**src/rtl/core/rcs_pkg.sv**
```systemverilog
package rcs_pkg;

  localparam int VAL_W = 48;
  localparam int SUM_W = 64;
  localparam int AXES  = 3;

  typedef enum logic [3:0] {
    KIND_ENDMIN   = 4'd0,
    KIND_ENDMAX   = 4'd1,
    KIND_STARTMIN = 4'd2,
    KIND_STARTMAX = 4'd3,
    KIND_RAYMIN   = 4'd4,
    KIND_RAYMAX   = 4'd5,
    KIND_CENTROID = 4'd6,
    KIND_FIRSTPOS = 4'd7,
    KIND_LASTPOS  = 4'd8,
    KIND_TIMES    = 4'd9,
    KIND_COUNTS   = 4'd10
  } kind_t;

  typedef enum logic [1:0] {
    ST_ACC,
    ST_DIV_GO,
    ST_DIV_WAIT,
    ST_EMIT
  } back_state_t;

endpackage

```
**src/rtl/core/rcs_front.sv**
```systemverilog
module rcs_front #(
  parameter int COORD_WIDTH = 32,
  parameter int TIME_WIDTH  = 48,
  parameter int EW          = 6 * COORD_WIDTH + TIME_WIDTH + 2
) (
  input  logic                          clk,
  input  logic                          rst_n,
  input  logic                          in_valid,
  output logic                          in_stall,
  input  logic signed [COORD_WIDTH-1:0] in_start_x,
  input  logic signed [COORD_WIDTH-1:0] in_start_y,
  input  logic signed [COORD_WIDTH-1:0] in_start_z,
  input  logic signed [COORD_WIDTH-1:0] in_end_x,
  input  logic signed [COORD_WIDTH-1:0] in_end_y,
  input  logic signed [COORD_WIDTH-1:0] in_end_z,
  input  logic signed [TIME_WIDTH-1:0]  in_time_stamp,
  input  logic        [7:0]             in_alpha,
  input  logic                          in_last_ray,
  output logic                          q_valid,
  input  logic                          q_pop,
  output logic        [EW-1:0]          q_word
);

  logic [EW-1:0] slot_r [2];
  logic          wr_ptr_r, rd_ptr_r;
  logic [1:0]    cnt_r;
  logic          push;
  logic          bounded;

  assign bounded  = (in_alpha != 8'd0);
  assign in_stall = (cnt_r == 2'd2);
  assign push     = in_valid && !in_stall;
  assign q_valid  = (cnt_r != 2'd0);
  assign q_word   = slot_r[rd_ptr_r];

  always_ff @(posedge clk) begin
    if (push) begin
      slot_r[wr_ptr_r] <= {in_start_x, in_start_y, in_start_z, in_end_x, in_end_y, in_end_z,
                           in_time_stamp, bounded, in_last_ray};
    end
  end

  always_ff @(posedge clk) begin
    if (!rst_n) begin
      wr_ptr_r <= 1'b0;
      rd_ptr_r <= 1'b0;
      cnt_r    <= 2'd0;
    end else begin
      if (push) wr_ptr_r <= !wr_ptr_r;
      if (q_pop) rd_ptr_r <= !rd_ptr_r;
      if (push && !q_pop) cnt_r <= cnt_r + 2'd1;
      else if (!push && q_pop) cnt_r <= cnt_r - 2'd1;
    end
  end

endmodule

```
**src/rtl/core/rcs_div.sv**
```systemverilog
module rcs_div #(
  parameter int COUNT_WIDTH = 32
) (
  input  logic                               clk,
  input  logic                               rst_n,
  input  logic                               start,
  input  logic signed [rcs_pkg::SUM_W-1:0]   dividend,
  input  logic        [COUNT_WIDTH-1:0]      divisor,
  output logic                               done,
  output logic        [rcs_pkg::SUM_W-1:0]   quotient
);

  localparam int SW     = rcs_pkg::SUM_W;
  localparam int STEP_W = $clog2(SW + 1);

  logic                   busy_r, done_r, neg_r;
  logic [STEP_W-1:0]      step_r;
  logic [COUNT_WIDTH-1:0] rem_r;
  logic [SW-1:0]          quo_r;
  logic [COUNT_WIDTH:0]   trial, diff;
  logic                   ge;

  assign trial    = {rem_r, quo_r[SW-1]};
  assign ge       = (trial >= {1'b0, divisor});
  assign diff     = trial - {1'b0, divisor};
  assign done     = done_r;
  assign quotient = neg_r ? (~quo_r + SW'(1)) : quo_r;

  always_ff @(posedge clk) begin
    if (!rst_n) begin
      busy_r <= 1'b0;
      done_r <= 1'b0;
    end else begin
      done_r <= 1'b0;
      if (start) begin
        busy_r <= 1'b1;
      end else if (busy_r && step_r == STEP_W'(SW - 1)) begin
        busy_r <= 1'b0;
        done_r <= 1'b1;
      end
    end
  end

  // magnitude restoring division, one quotient bit a cycle
  always_ff @(posedge clk) begin
    if (start) begin
      step_r <= '0;
      neg_r  <= dividend[SW-1];
      rem_r  <= '0;
      quo_r  <= dividend[SW-1] ? (~dividend + SW'(1)) : dividend;
    end else if (busy_r) begin
      rem_r  <= ge ? diff[COUNT_WIDTH-1:0] : trial[COUNT_WIDTH-1:0];
      quo_r  <= {quo_r[SW-2:0], ge};
      step_r <= step_r + STEP_W'(1);
    end
  end

endmodule

```
**src/rtl/core/rcs_back.sv**
```systemverilog
module rcs_back #(
  parameter int COORD_WIDTH = 32,
  parameter int TIME_WIDTH  = 48,
  parameter int COUNT_WIDTH = 32,
  parameter int EW          = 6 * COORD_WIDTH + TIME_WIDTH + 2
) (
  input  logic                              clk,
  input  logic                              rst_n,
  input  logic                              q_valid,
  output logic                              q_pop,
  input  logic        [EW-1:0]              q_word,
  output logic                              out_valid,
  input  logic                              out_stall,
  output logic        [3:0]                 out_kind,
  output logic signed [rcs_pkg::VAL_W-1:0]  out_value_x,
  output logic signed [rcs_pkg::VAL_W-1:0]  out_value_y,
  output logic signed [rcs_pkg::VAL_W-1:0]  out_value_z,
  output logic                              out_empty_flag,
  output logic                              out_last_result
);

  localparam int CW = COORD_WIDTH;
  localparam int TW = TIME_WIDTH;
  localparam int VW = rcs_pkg::VAL_W;
  localparam int SW = rcs_pkg::SUM_W;
  localparam int NA = rcs_pkg::AXES;

  localparam logic signed [CW-1:0] C_HI = {1'b0, {(CW-1){1'b1}}};
  localparam logic signed [CW-1:0] C_LO = {1'b1, {(CW-1){1'b0}}};
  localparam logic signed [TW-1:0] T_HI = {1'b0, {(TW-1){1'b1}}};
  localparam logic signed [TW-1:0] T_LO = {1'b1, {(TW-1){1'b0}}};
  localparam logic signed [SW-1:0] S_HI = {1'b0, {(SW-1){1'b1}}};
  localparam logic signed [SW-1:0] S_LO = {1'b1, {(SW-1){1'b0}}};

  rcs_pkg::back_state_t state_r, state_nxt;
  rcs_pkg::kind_t       kind_r;
  logic                 div_start, div_done;
  logic [1:0]           axis_r;

  logic signed [CW-1:0] bnd_lo_r [NA];
  logic signed [CW-1:0] bnd_hi_r [NA];
  logic signed [CW-1:0] st_lo_r  [NA];
  logic signed [CW-1:0] st_hi_r  [NA];
  logic signed [CW-1:0] end_lo_r [NA];
  logic signed [CW-1:0] end_hi_r [NA];
  logic signed [SW-1:0] sum_r    [NA];
  logic signed [CW-1:0] first_r  [NA];
  logic signed [CW-1:0] final_r  [NA];
  logic signed [VW-1:0] cen_r    [NA];
  logic [COUNT_WIDTH-1:0] rays_r, bnd_cnt_r;
  logic signed [TW-1:0]   t_min_r, t_max_r;

  logic signed [CW-1:0] s [NA];
  logic signed [CW-1:0] e [NA];
  logic signed [CW-1:0] ray_lo [NA];
  logic signed [CW-1:0] ray_hi [NA];
  logic signed [SW:0]   wide_sum [NA];
  logic signed [TW-1:0] t;
  logic                 bounded, last, first, no_rays, no_bnd;
  logic                 emit_load, clear;
  logic [SW-1:0]        quotient;

  logic                 ov_r, emp_r, lastres_r;
  logic [3:0]           okind_r;
  logic signed [VW-1:0] ox_r, oy_r, oz_r;
  logic signed [VW-1:0] vx, vy, vz;
  logic                 vemp;

  always_comb begin
    for (int i = 0; i < NA; i++) begin
      s[i] = q_word[EW-1-i*CW -: CW];
      e[i] = q_word[EW-1-(i+NA)*CW -: CW];
      wide_sum[i] = (SW+1)'(sum_r[i]) + (SW+1)'(e[i]);
      ray_lo[i] = (end_lo_r[i] < st_lo_r[i]) ? end_lo_r[i] : st_lo_r[i];
      ray_hi[i] = (end_hi_r[i] > st_hi_r[i]) ? end_hi_r[i] : st_hi_r[i];
    end
  end

  assign t       = q_word[TW+1:2];
  assign bounded = q_word[1];
  assign last    = q_word[0];
  assign first   = (rays_r == '0);
  assign no_rays = (rays_r == '0);
  assign no_bnd  = (bnd_cnt_r == '0);

  rcs_div #(.COUNT_WIDTH(COUNT_WIDTH)) u_div (
    .clk      (clk),
    .rst_n    (rst_n),
    .start    (div_start),
    .dividend (sum_r[axis_r]),
    .divisor  (bnd_cnt_r),
    .done     (div_done),
    .quotient (quotient)
  );

  // next state
  always_comb begin
    state_nxt = state_r;
    unique case (state_r)
      rcs_pkg::ST_ACC:      if (q_valid && last) state_nxt = rcs_pkg::ST_DIV_GO;
      rcs_pkg::ST_DIV_GO:   state_nxt = rcs_pkg::ST_DIV_WAIT;
      rcs_pkg::ST_DIV_WAIT: begin
        if (div_done) begin
          state_nxt = (axis_r == 2'd2) ? rcs_pkg::ST_EMIT : rcs_pkg::ST_DIV_GO;
        end
      end
      rcs_pkg::ST_EMIT: begin
        if (emit_load && kind_r == rcs_pkg::KIND_COUNTS) state_nxt = rcs_pkg::ST_ACC;
      end
      default:              state_nxt = rcs_pkg::ST_ACC;
    endcase
  end

  // outputs of the sequencer
  always_comb begin
    q_pop     = 1'b0;
    div_start = 1'b0;
    emit_load = 1'b0;
    unique case (state_r)
      rcs_pkg::ST_ACC:      q_pop = q_valid;
      rcs_pkg::ST_DIV_GO:   div_start = 1'b1;
      rcs_pkg::ST_DIV_WAIT: ;
      rcs_pkg::ST_EMIT:     emit_load = !ov_r || !out_stall;
      default:              ;
    endcase
  end

  assign clear = emit_load && (kind_r == rcs_pkg::KIND_COUNTS);

  always_ff @(posedge clk) begin
    if (!rst_n) begin
      state_r <= rcs_pkg::ST_ACC;
      axis_r  <= 2'd0;
      kind_r  <= rcs_pkg::KIND_ENDMIN;
    end else begin
      state_r <= state_nxt;
      if (state_r == rcs_pkg::ST_DIV_WAIT && div_done) begin
        axis_r <= (axis_r == 2'd2) ? 2'd0 : axis_r + 2'd1;
      end
      if (emit_load) begin
        kind_r <= clear ? rcs_pkg::KIND_ENDMIN : rcs_pkg::kind_t'(kind_r + 4'd1);
      end
    end
  end

  always_ff @(posedge clk) begin
    if (state_r == rcs_pkg::ST_DIV_WAIT && div_done) begin
      cen_r[axis_r] <= no_bnd ? '0 : VW'(quotient);
    end
  end

  // accumulators
  always_ff @(posedge clk) begin
    if (!rst_n || clear) begin
      for (int i = 0; i < NA; i++) begin
        bnd_lo_r[i] <= C_HI;  bnd_hi_r[i] <= C_LO;
        st_lo_r[i]  <= C_HI;  st_hi_r[i]  <= C_LO;
        end_lo_r[i] <= C_HI;  end_hi_r[i] <= C_LO;
        sum_r[i]    <= '0;
        first_r[i]  <= '0;    final_r[i]  <= '0;
      end
      rays_r    <= '0;
      bnd_cnt_r <= '0;
      t_min_r   <= T_HI;
      t_max_r   <= T_LO;
    end else if (q_pop) begin
      for (int i = 0; i < NA; i++) begin
        if (bounded) begin
          if (e[i] < bnd_lo_r[i]) bnd_lo_r[i] <= e[i];
          if (e[i] > bnd_hi_r[i]) bnd_hi_r[i] <= e[i];
          if (bnd_cnt_r != '1) begin
            if (wide_sum[i][SW] != wide_sum[i][SW-1]) begin
              sum_r[i] <= wide_sum[i][SW] ? S_LO : S_HI;
            end else begin
              sum_r[i] <= wide_sum[i][SW-1:0];
            end
          end
        end
        if (s[i] < st_lo_r[i]) st_lo_r[i] <= s[i];
        if (s[i] > st_hi_r[i]) st_hi_r[i] <= s[i];
        if (e[i] < end_lo_r[i]) end_lo_r[i] <= e[i];
        if (e[i] > end_hi_r[i]) end_hi_r[i] <= e[i];
        if (first || t < t_min_r) first_r[i] <= s[i];
        if (first || t > t_max_r) final_r[i] <= s[i];
      end
      if (bounded && bnd_cnt_r != '1) bnd_cnt_r <= bnd_cnt_r + COUNT_WIDTH'(1);
      if (rays_r != '1) rays_r <= rays_r + COUNT_WIDTH'(1);
      if (first || t < t_min_r) t_min_r <= t;
      if (first || t > t_max_r) t_max_r <= t;
    end
  end

  always_comb begin
    vx   = '0;
    vy   = '0;
    vz   = '0;
    vemp = no_rays;
    case (kind_r)
      rcs_pkg::KIND_ENDMIN: begin
        vx = VW'(bnd_lo_r[0]); vy = VW'(bnd_lo_r[1]); vz = VW'(bnd_lo_r[2]); vemp = no_bnd;
      end
      rcs_pkg::KIND_ENDMAX: begin
        vx = VW'(bnd_hi_r[0]); vy = VW'(bnd_hi_r[1]); vz = VW'(bnd_hi_r[2]); vemp = no_bnd;
      end
      rcs_pkg::KIND_STARTMIN: begin
        vx = VW'(st_lo_r[0]); vy = VW'(st_lo_r[1]); vz = VW'(st_lo_r[2]);
      end
      rcs_pkg::KIND_STARTMAX: begin
        vx = VW'(st_hi_r[0]); vy = VW'(st_hi_r[1]); vz = VW'(st_hi_r[2]);
      end
      rcs_pkg::KIND_RAYMIN: begin
        vx = VW'(ray_lo[0]); vy = VW'(ray_lo[1]); vz = VW'(ray_lo[2]);
      end
      rcs_pkg::KIND_RAYMAX: begin
        vx = VW'(ray_hi[0]); vy = VW'(ray_hi[1]); vz = VW'(ray_hi[2]);
      end
      rcs_pkg::KIND_CENTROID: begin
        vx = cen_r[0]; vy = cen_r[1]; vz = cen_r[2]; vemp = no_bnd;
      end
      rcs_pkg::KIND_FIRSTPOS: begin
        vx = VW'(first_r[0]); vy = VW'(first_r[1]); vz = VW'(first_r[2]);
      end
      rcs_pkg::KIND_LASTPOS: begin
        vx = VW'(final_r[0]); vy = VW'(final_r[1]); vz = VW'(final_r[2]);
      end
      rcs_pkg::KIND_TIMES: begin
        vx = VW'(t_min_r); vy = VW'(t_max_r);
      end
      rcs_pkg::KIND_COUNTS: begin
        vx = VW'(rays_r); vy = VW'(bnd_cnt_r);
      end
      default: ;
    endcase
  end

  // output register
  always_ff @(posedge clk) begin
    if (!rst_n) begin
      ov_r <= 1'b0;
    end else if (emit_load) begin
      ov_r <= 1'b1;
    end else if (!out_stall) begin
      ov_r <= 1'b0;
    end
  end

  always_ff @(posedge clk) begin
    if (emit_load) begin
      okind_r   <= kind_r;
      ox_r      <= vx;
      oy_r      <= vy;
      oz_r      <= vz;
      emp_r     <= vemp;
      lastres_r <= (kind_r == rcs_pkg::KIND_COUNTS);
    end
  end

  assign out_valid       = ov_r;
  assign out_kind        = okind_r;
  assign out_value_x     = ox_r;
  assign out_value_y     = oy_r;
  assign out_value_z     = oz_r;
  assign out_empty_flag  = emp_r;
  assign out_last_result = lastres_r;

endmodule

```
**src/rtl/core/ray_cloud_summary_stats.sv**
```systemverilog
// Streaming summary of a ray cloud: bounding boxes, centroid, first/last start position,
// time span and counts. Rays enter a two-word queue and are folded into the accumulators
// at one ray per cycle while no cloud is being closed. A ray flagged last_ray closes the
// cloud: the centroid is then worked out axis by axis by one shared bit-serial divider,
// and the eleven results leave through an output register at one word per cycle unless
// out_stall holds them. Rays keep filling the queue during that time and are stalled
// once it is full.
module ray_cloud_summary_stats #(
  parameter int COORD_WIDTH = 32,
  parameter int TIME_WIDTH  = 48,
  parameter int COUNT_WIDTH = 32
) (
  input  logic                              clk,
  input  logic                              rst_n,
  input  logic                              in_valid,
  output logic                              in_stall,
  input  logic signed [COORD_WIDTH-1:0]     in_start_x,
  input  logic signed [COORD_WIDTH-1:0]     in_start_y,
  input  logic signed [COORD_WIDTH-1:0]     in_start_z,
  input  logic signed [COORD_WIDTH-1:0]     in_end_x,
  input  logic signed [COORD_WIDTH-1:0]     in_end_y,
  input  logic signed [COORD_WIDTH-1:0]     in_end_z,
  input  logic signed [TIME_WIDTH-1:0]      in_time_stamp,
  input  logic        [7:0]                 in_alpha,
  input  logic                              in_last_ray,
  output logic                              out_valid,
  input  logic                              out_stall,
  output logic        [3:0]                 out_kind,
  output logic signed [rcs_pkg::VAL_W-1:0]  out_value_x,
  output logic signed [rcs_pkg::VAL_W-1:0]  out_value_y,
  output logic signed [rcs_pkg::VAL_W-1:0]  out_value_z,
  output logic                              out_empty_flag,
  output logic                              out_last_result
);

  localparam int EW = 6 * COORD_WIDTH + TIME_WIDTH + 2;

  logic          q_valid, q_pop;
  logic [EW-1:0] q_word;

  rcs_front #(.COORD_WIDTH(COORD_WIDTH), .TIME_WIDTH(TIME_WIDTH), .EW(EW)) u_front (
    .clk           (clk),
    .rst_n         (rst_n),
    .in_valid      (in_valid),
    .in_stall      (in_stall),
    .in_start_x    (in_start_x),
    .in_start_y    (in_start_y),
    .in_start_z    (in_start_z),
    .in_end_x      (in_end_x),
    .in_end_y      (in_end_y),
    .in_end_z      (in_end_z),
    .in_time_stamp (in_time_stamp),
    .in_alpha      (in_alpha),
    .in_last_ray   (in_last_ray),
    .q_valid       (q_valid),
    .q_pop         (q_pop),
    .q_word        (q_word)
  );

  rcs_back #(
    .COORD_WIDTH(COORD_WIDTH), .TIME_WIDTH(TIME_WIDTH),
    .COUNT_WIDTH(COUNT_WIDTH), .EW(EW)
  ) u_back (
    .clk             (clk),
    .rst_n           (rst_n),
    .q_valid         (q_valid),
    .q_pop           (q_pop),
    .q_word          (q_word),
    .out_valid       (out_valid),
    .out_stall       (out_stall),
    .out_kind        (out_kind),
    .out_value_x     (out_value_x),
    .out_value_y     (out_value_y),
    .out_value_z     (out_value_z),
    .out_empty_flag  (out_empty_flag),
    .out_last_result (out_last_result)
  );

endmodule

```
**config.mk**
```make
export PLATFORM = sky130hd
export DESIGN_NAME = ray_cloud_summary_stats
export DESIGN_NICKNAME = d
export VERILOG_FILES = /design/src/rtl/core/rcs_pkg.sv /design/src/rtl/core/rcs_front.sv /design/src/rtl/core/rcs_div.sv /design/src/rtl/core/rcs_back.sv /design/src/rtl/core/ray_cloud_summary_stats.sv
export SDC_FILE = /design/constraint.sdc
export NUM_CORES = 2
export LEC_CHECK = 0
export ABC_AREA = 0
export BUFFER_PORTS_ARGS = -buffer_cell sky130_fd_sc_hd__clkbuf_2
export CELL_PAD_IN_SITES_DETAIL_PLACEMENT = 0
export CELL_PAD_IN_SITES_GLOBAL_PLACEMENT = 1
export CORE_ASPECT_RATIO = 2
export CORE_MARGIN = 2
export CORE_UTILIZATION = 55
export CTS_CLUSTER_SIZE = 25
export DETAILED_ROUTE_END_ITERATION = 8
export PLACE_DENSITY_LB_ADDON = 0.1
export SYNTH_ARGS = -nofsm -noshare
export SYNTH_HDL_FRONTEND = slang
export SYNTH_SLANG_ARGS = --single-unit
```
**constraint.sdc**
```tcl
create_clock -name clk -period 35.3 [get_ports clk]
set_input_delay 0 -clock clk [delete_from_list [all_inputs] [get_ports clk]]
set_output_delay 0 -clock clk [all_outputs]
set_load 0.02 [all_outputs]
```
==> impl_metrics.ini <==
[status]
status = complete, but fails checks
violations = DRC, capacitance limit, slew limit

[sta]
skew_ns = 0.0488
tightest_slew_ns = 1.55
rsz0062_at_grt = false
drv_slew = 3
timing.hold.ws_ns = 0.0376
hold_viol = 0
fin_tns_setup_ns = 0
setup_viol = 0
fin_crit_sh_pct = 25.8
fmax_mhz = 110
period_needed_ns = 9.12
relSlewSlack_pct = -3.35

[floorplanning]
die_area_mm2 = 0.220
start_util_pct = 55.2
die_w_um = 333
io_pins = 405
rows = 241
fp.dieH_um = 661
core_area_mm2 = 0.215

[yosys]
synth-edff-count = 1803
syn_nets = 12300
synth_cells = 11000
synth_ff_type = edfxtp_1
ys_warn_count = 0
synth-seq-cells = 2020
avgSynthCellArea_um2 = 10.8
synth_area_mm2 = 0.119
synth_top_area_share_pct = 45.5
async_flop_share_pct = 0
ys_types = 105
yosysTopAreaCell = edfxtp_1
synth_seq_area_share_pct = 49.2
synthTopCellsByArea = edfxtp_1, ha_1, mux2i_1

[detailed_routing]
drtPass1Iterations = 9
drc = 7
wl_per_cell_um = 34.7
drt_iter0_markers = 12300
vias_per_cell = 6.80
ant_nets = 0
totalWireLength_um = 510000
vias = 99900

[clocking]
clk_pin_slew_ns = 0.08
htree_levels = 4
cts_buffers = 192
clock_sinks = 2020
post-cts-setup-buffers = 0
clock_tree.root_cell = clkbuf_16
cts_tree = done
clock_latency_ns = 0.89
clockBufferDepth = 4

[worst_setup_path]
crit_fanout = 63
slowest_stage = a2111oi_4
start_kind = flop
cp_cell_sequence = buf_4 -> buf_4 -> buf_4 -> mux2i_1 -> inv_1 -> ha_1 -> nand2_1 -> or4_4 -> a2111oi_4 -> nor2_1 -> o21a_1 -> o31ai_4 -> nand4_1 -> a21oi_4 -> buf_4 -> a31o_2
slowest_delay_ns = 1.31
endpoint_kind = flop
cpLargestDelayFamily = buffers and inverters
cp_data_required_time_ns = 36.04
worstSetupPathType = flop to flop
crit_top_cell = buf_4
arrival_ns = 9.86
path_buf_inv = 5

[hold_path]
worstHoldPathType = input port to flop

[pwr]
power_w = 0.0135
p_leak_nw = 57.4
cellPowerDensity_mw_per_mm2 = 100
ir_drop_mv = 0.117

[global_routing]
grt_overflow = 0
grt_pass1_vias = 99500
grt_first_pass_wirelength_um = 711000
grt_util_all_layers_pct = 45.3
antenna_found_initial = 57
grt_max_degree = 127

[layout]
final_common_cell = edfxtp_1
syn2layout_area_growth_pct = 13.9
fin_nets = 13000
layout_common_cells = edfxtp_1, ha_1, inv_1
drive_above_1_share_pct = 8.98
utilization_pct = 62.9
instances_no_fill = 14700

[placement]
hpwl_um = 380000
place_congestion = 1.06
numPortBuffers = 404
placedCellCount = 13800

[run]
max-cap-violations = 1
[logic make-up (layout without fill, tap and decap cells)]
family,count (synthesis),in the layout,synth area share [%]
and+or+nand+nor,2283,2283,9.29
muxes,536,536,4.56
AOI/OAI and AO/OA,3107,3107,17.6
xor gates and xnor gates,366,366,2.70
other,0,41,0
DFF,2020,2020,49.2
buffers and inverters,1587,2451,5.16
adders and majority gates,1091,1091,11.5
[worst paths after layout]
check	from	end	slack, ns	cells past startpoint
worst max-delay path	flop	u_back.sum_r[0][2]$_SDFFCE_PN0P_	26.18	16
worst max register to register	flop	u_back.sum_r[0][2]$_SDFFCE_PN0P_	26.18	16
worst min-delay path	in_end_x[9]	u_front.slot_r[1][123]$_DFFE_PP_	0.04	2
worst min register to register	u_back.u_div.step_r[6]$_SDFFE_PP0P_	u_back.u_div.done$_SDFF_PP0_	0.47	1
[where the power goes]
group	switching (W)	leakage, nW	total, W	internal (W)
Clock	0.000994	3.05	0.00217	0.00118
Sequential	0.000750	18.9	0.00433	0.00358
Combinational	0.00468	35.5	0.00705	0.00236
Total	0.00643	57.4	0.0135	0.00712
[area by class of cell]
| type | instances | area (um2) |
|---|---|---|
| Multi-Input combinational cell | 7383 | 54800 |
| Timing Repair Buffer | 1074 | 8310 |
| Sequential cell | 2020 | 58500 |
| Inverter | 1034 | 3890 |
| Antenna cell | 41 | 103 |
| Clock inverter | 122 | 1270 |
| Clock buffer | 221 | 5000 |
| Tap cell | 2794 | 3500 |
| Fill cell | 17300 | 79900 |
[layer usage]
metal  up-vias  wire, um  GRT usage [%]
li1      42700         -              -
met1     48800    164000           47.9
met2      6365    237000           73.9
met3      2031     47700           9.63
met4        32     61600           45.2
met5         -       198              0
[worst reg2reg max path, cell delays in order (launching register included)]
cell	delay, ns
dfxtp_4	0.70
buf_4	0.71
buf_4	0.84
buf_4	0.96
mux2i_1	0.51
inv_1	0.33
ha_1	0.50
nand2_1	0.15
or4_4	0.57
a2111oi_4	1.31
nor2_1	0.35
o21a_1	0.34
o31ai_4	0.29
nand4_1	0.20
a21oi_4	0.22
buf_4	0.70
a31o_2	0.30
[Yosys cell counts, types with 206 or more instances]
master	n
ha_1	1087
inv_1	1032
nand4_1	275
nor2_1	685
a21oi_1	728
clkbuf_1	417
o21ai_0	495
a21o_1	555
dfxtp_1	217
mux2i_1	490
nand2_1	567
a22oi_1	206
edfxtp_1	1803
[state kept, by name (all words and copies together) (netlist names), 96 cells and up, named ones only]
| name | count |
|---|---|
| u_back.bnd_hi_r | 96 |
| u_back.cen_r | 144 |
| u_back.end_lo_r | 96 |
| u_back.first_r | 96 |
| u_back.st_hi_r | 96 |
| u_back.end_hi_r | 96 |
| u_back.st_lo_r | 96 |
| u_back.sum_r | 192 |
| u_front.slot_r | 484 |
| u_back.bnd_lo_r | 96 |
| u_back.final_r | 96 |
[metrics by stage]
step,worst slack [ns],cell area (um2)
2_1_floorplan,23.81,119000
3_3_place_gp,27.11,124000
3_5_place_dp,26.92,124000
4_1_cts,26.84,135000
5_1_grt,26.18,135000
6_report,26.18,135000
[what timing repair did]
action	in CTS	in global routing
hold buffers	492	0
endpoints found under the hold margin	588	0
gates resized for setup	0	0
Note: power is estimated with default switching activity, not from simulation.
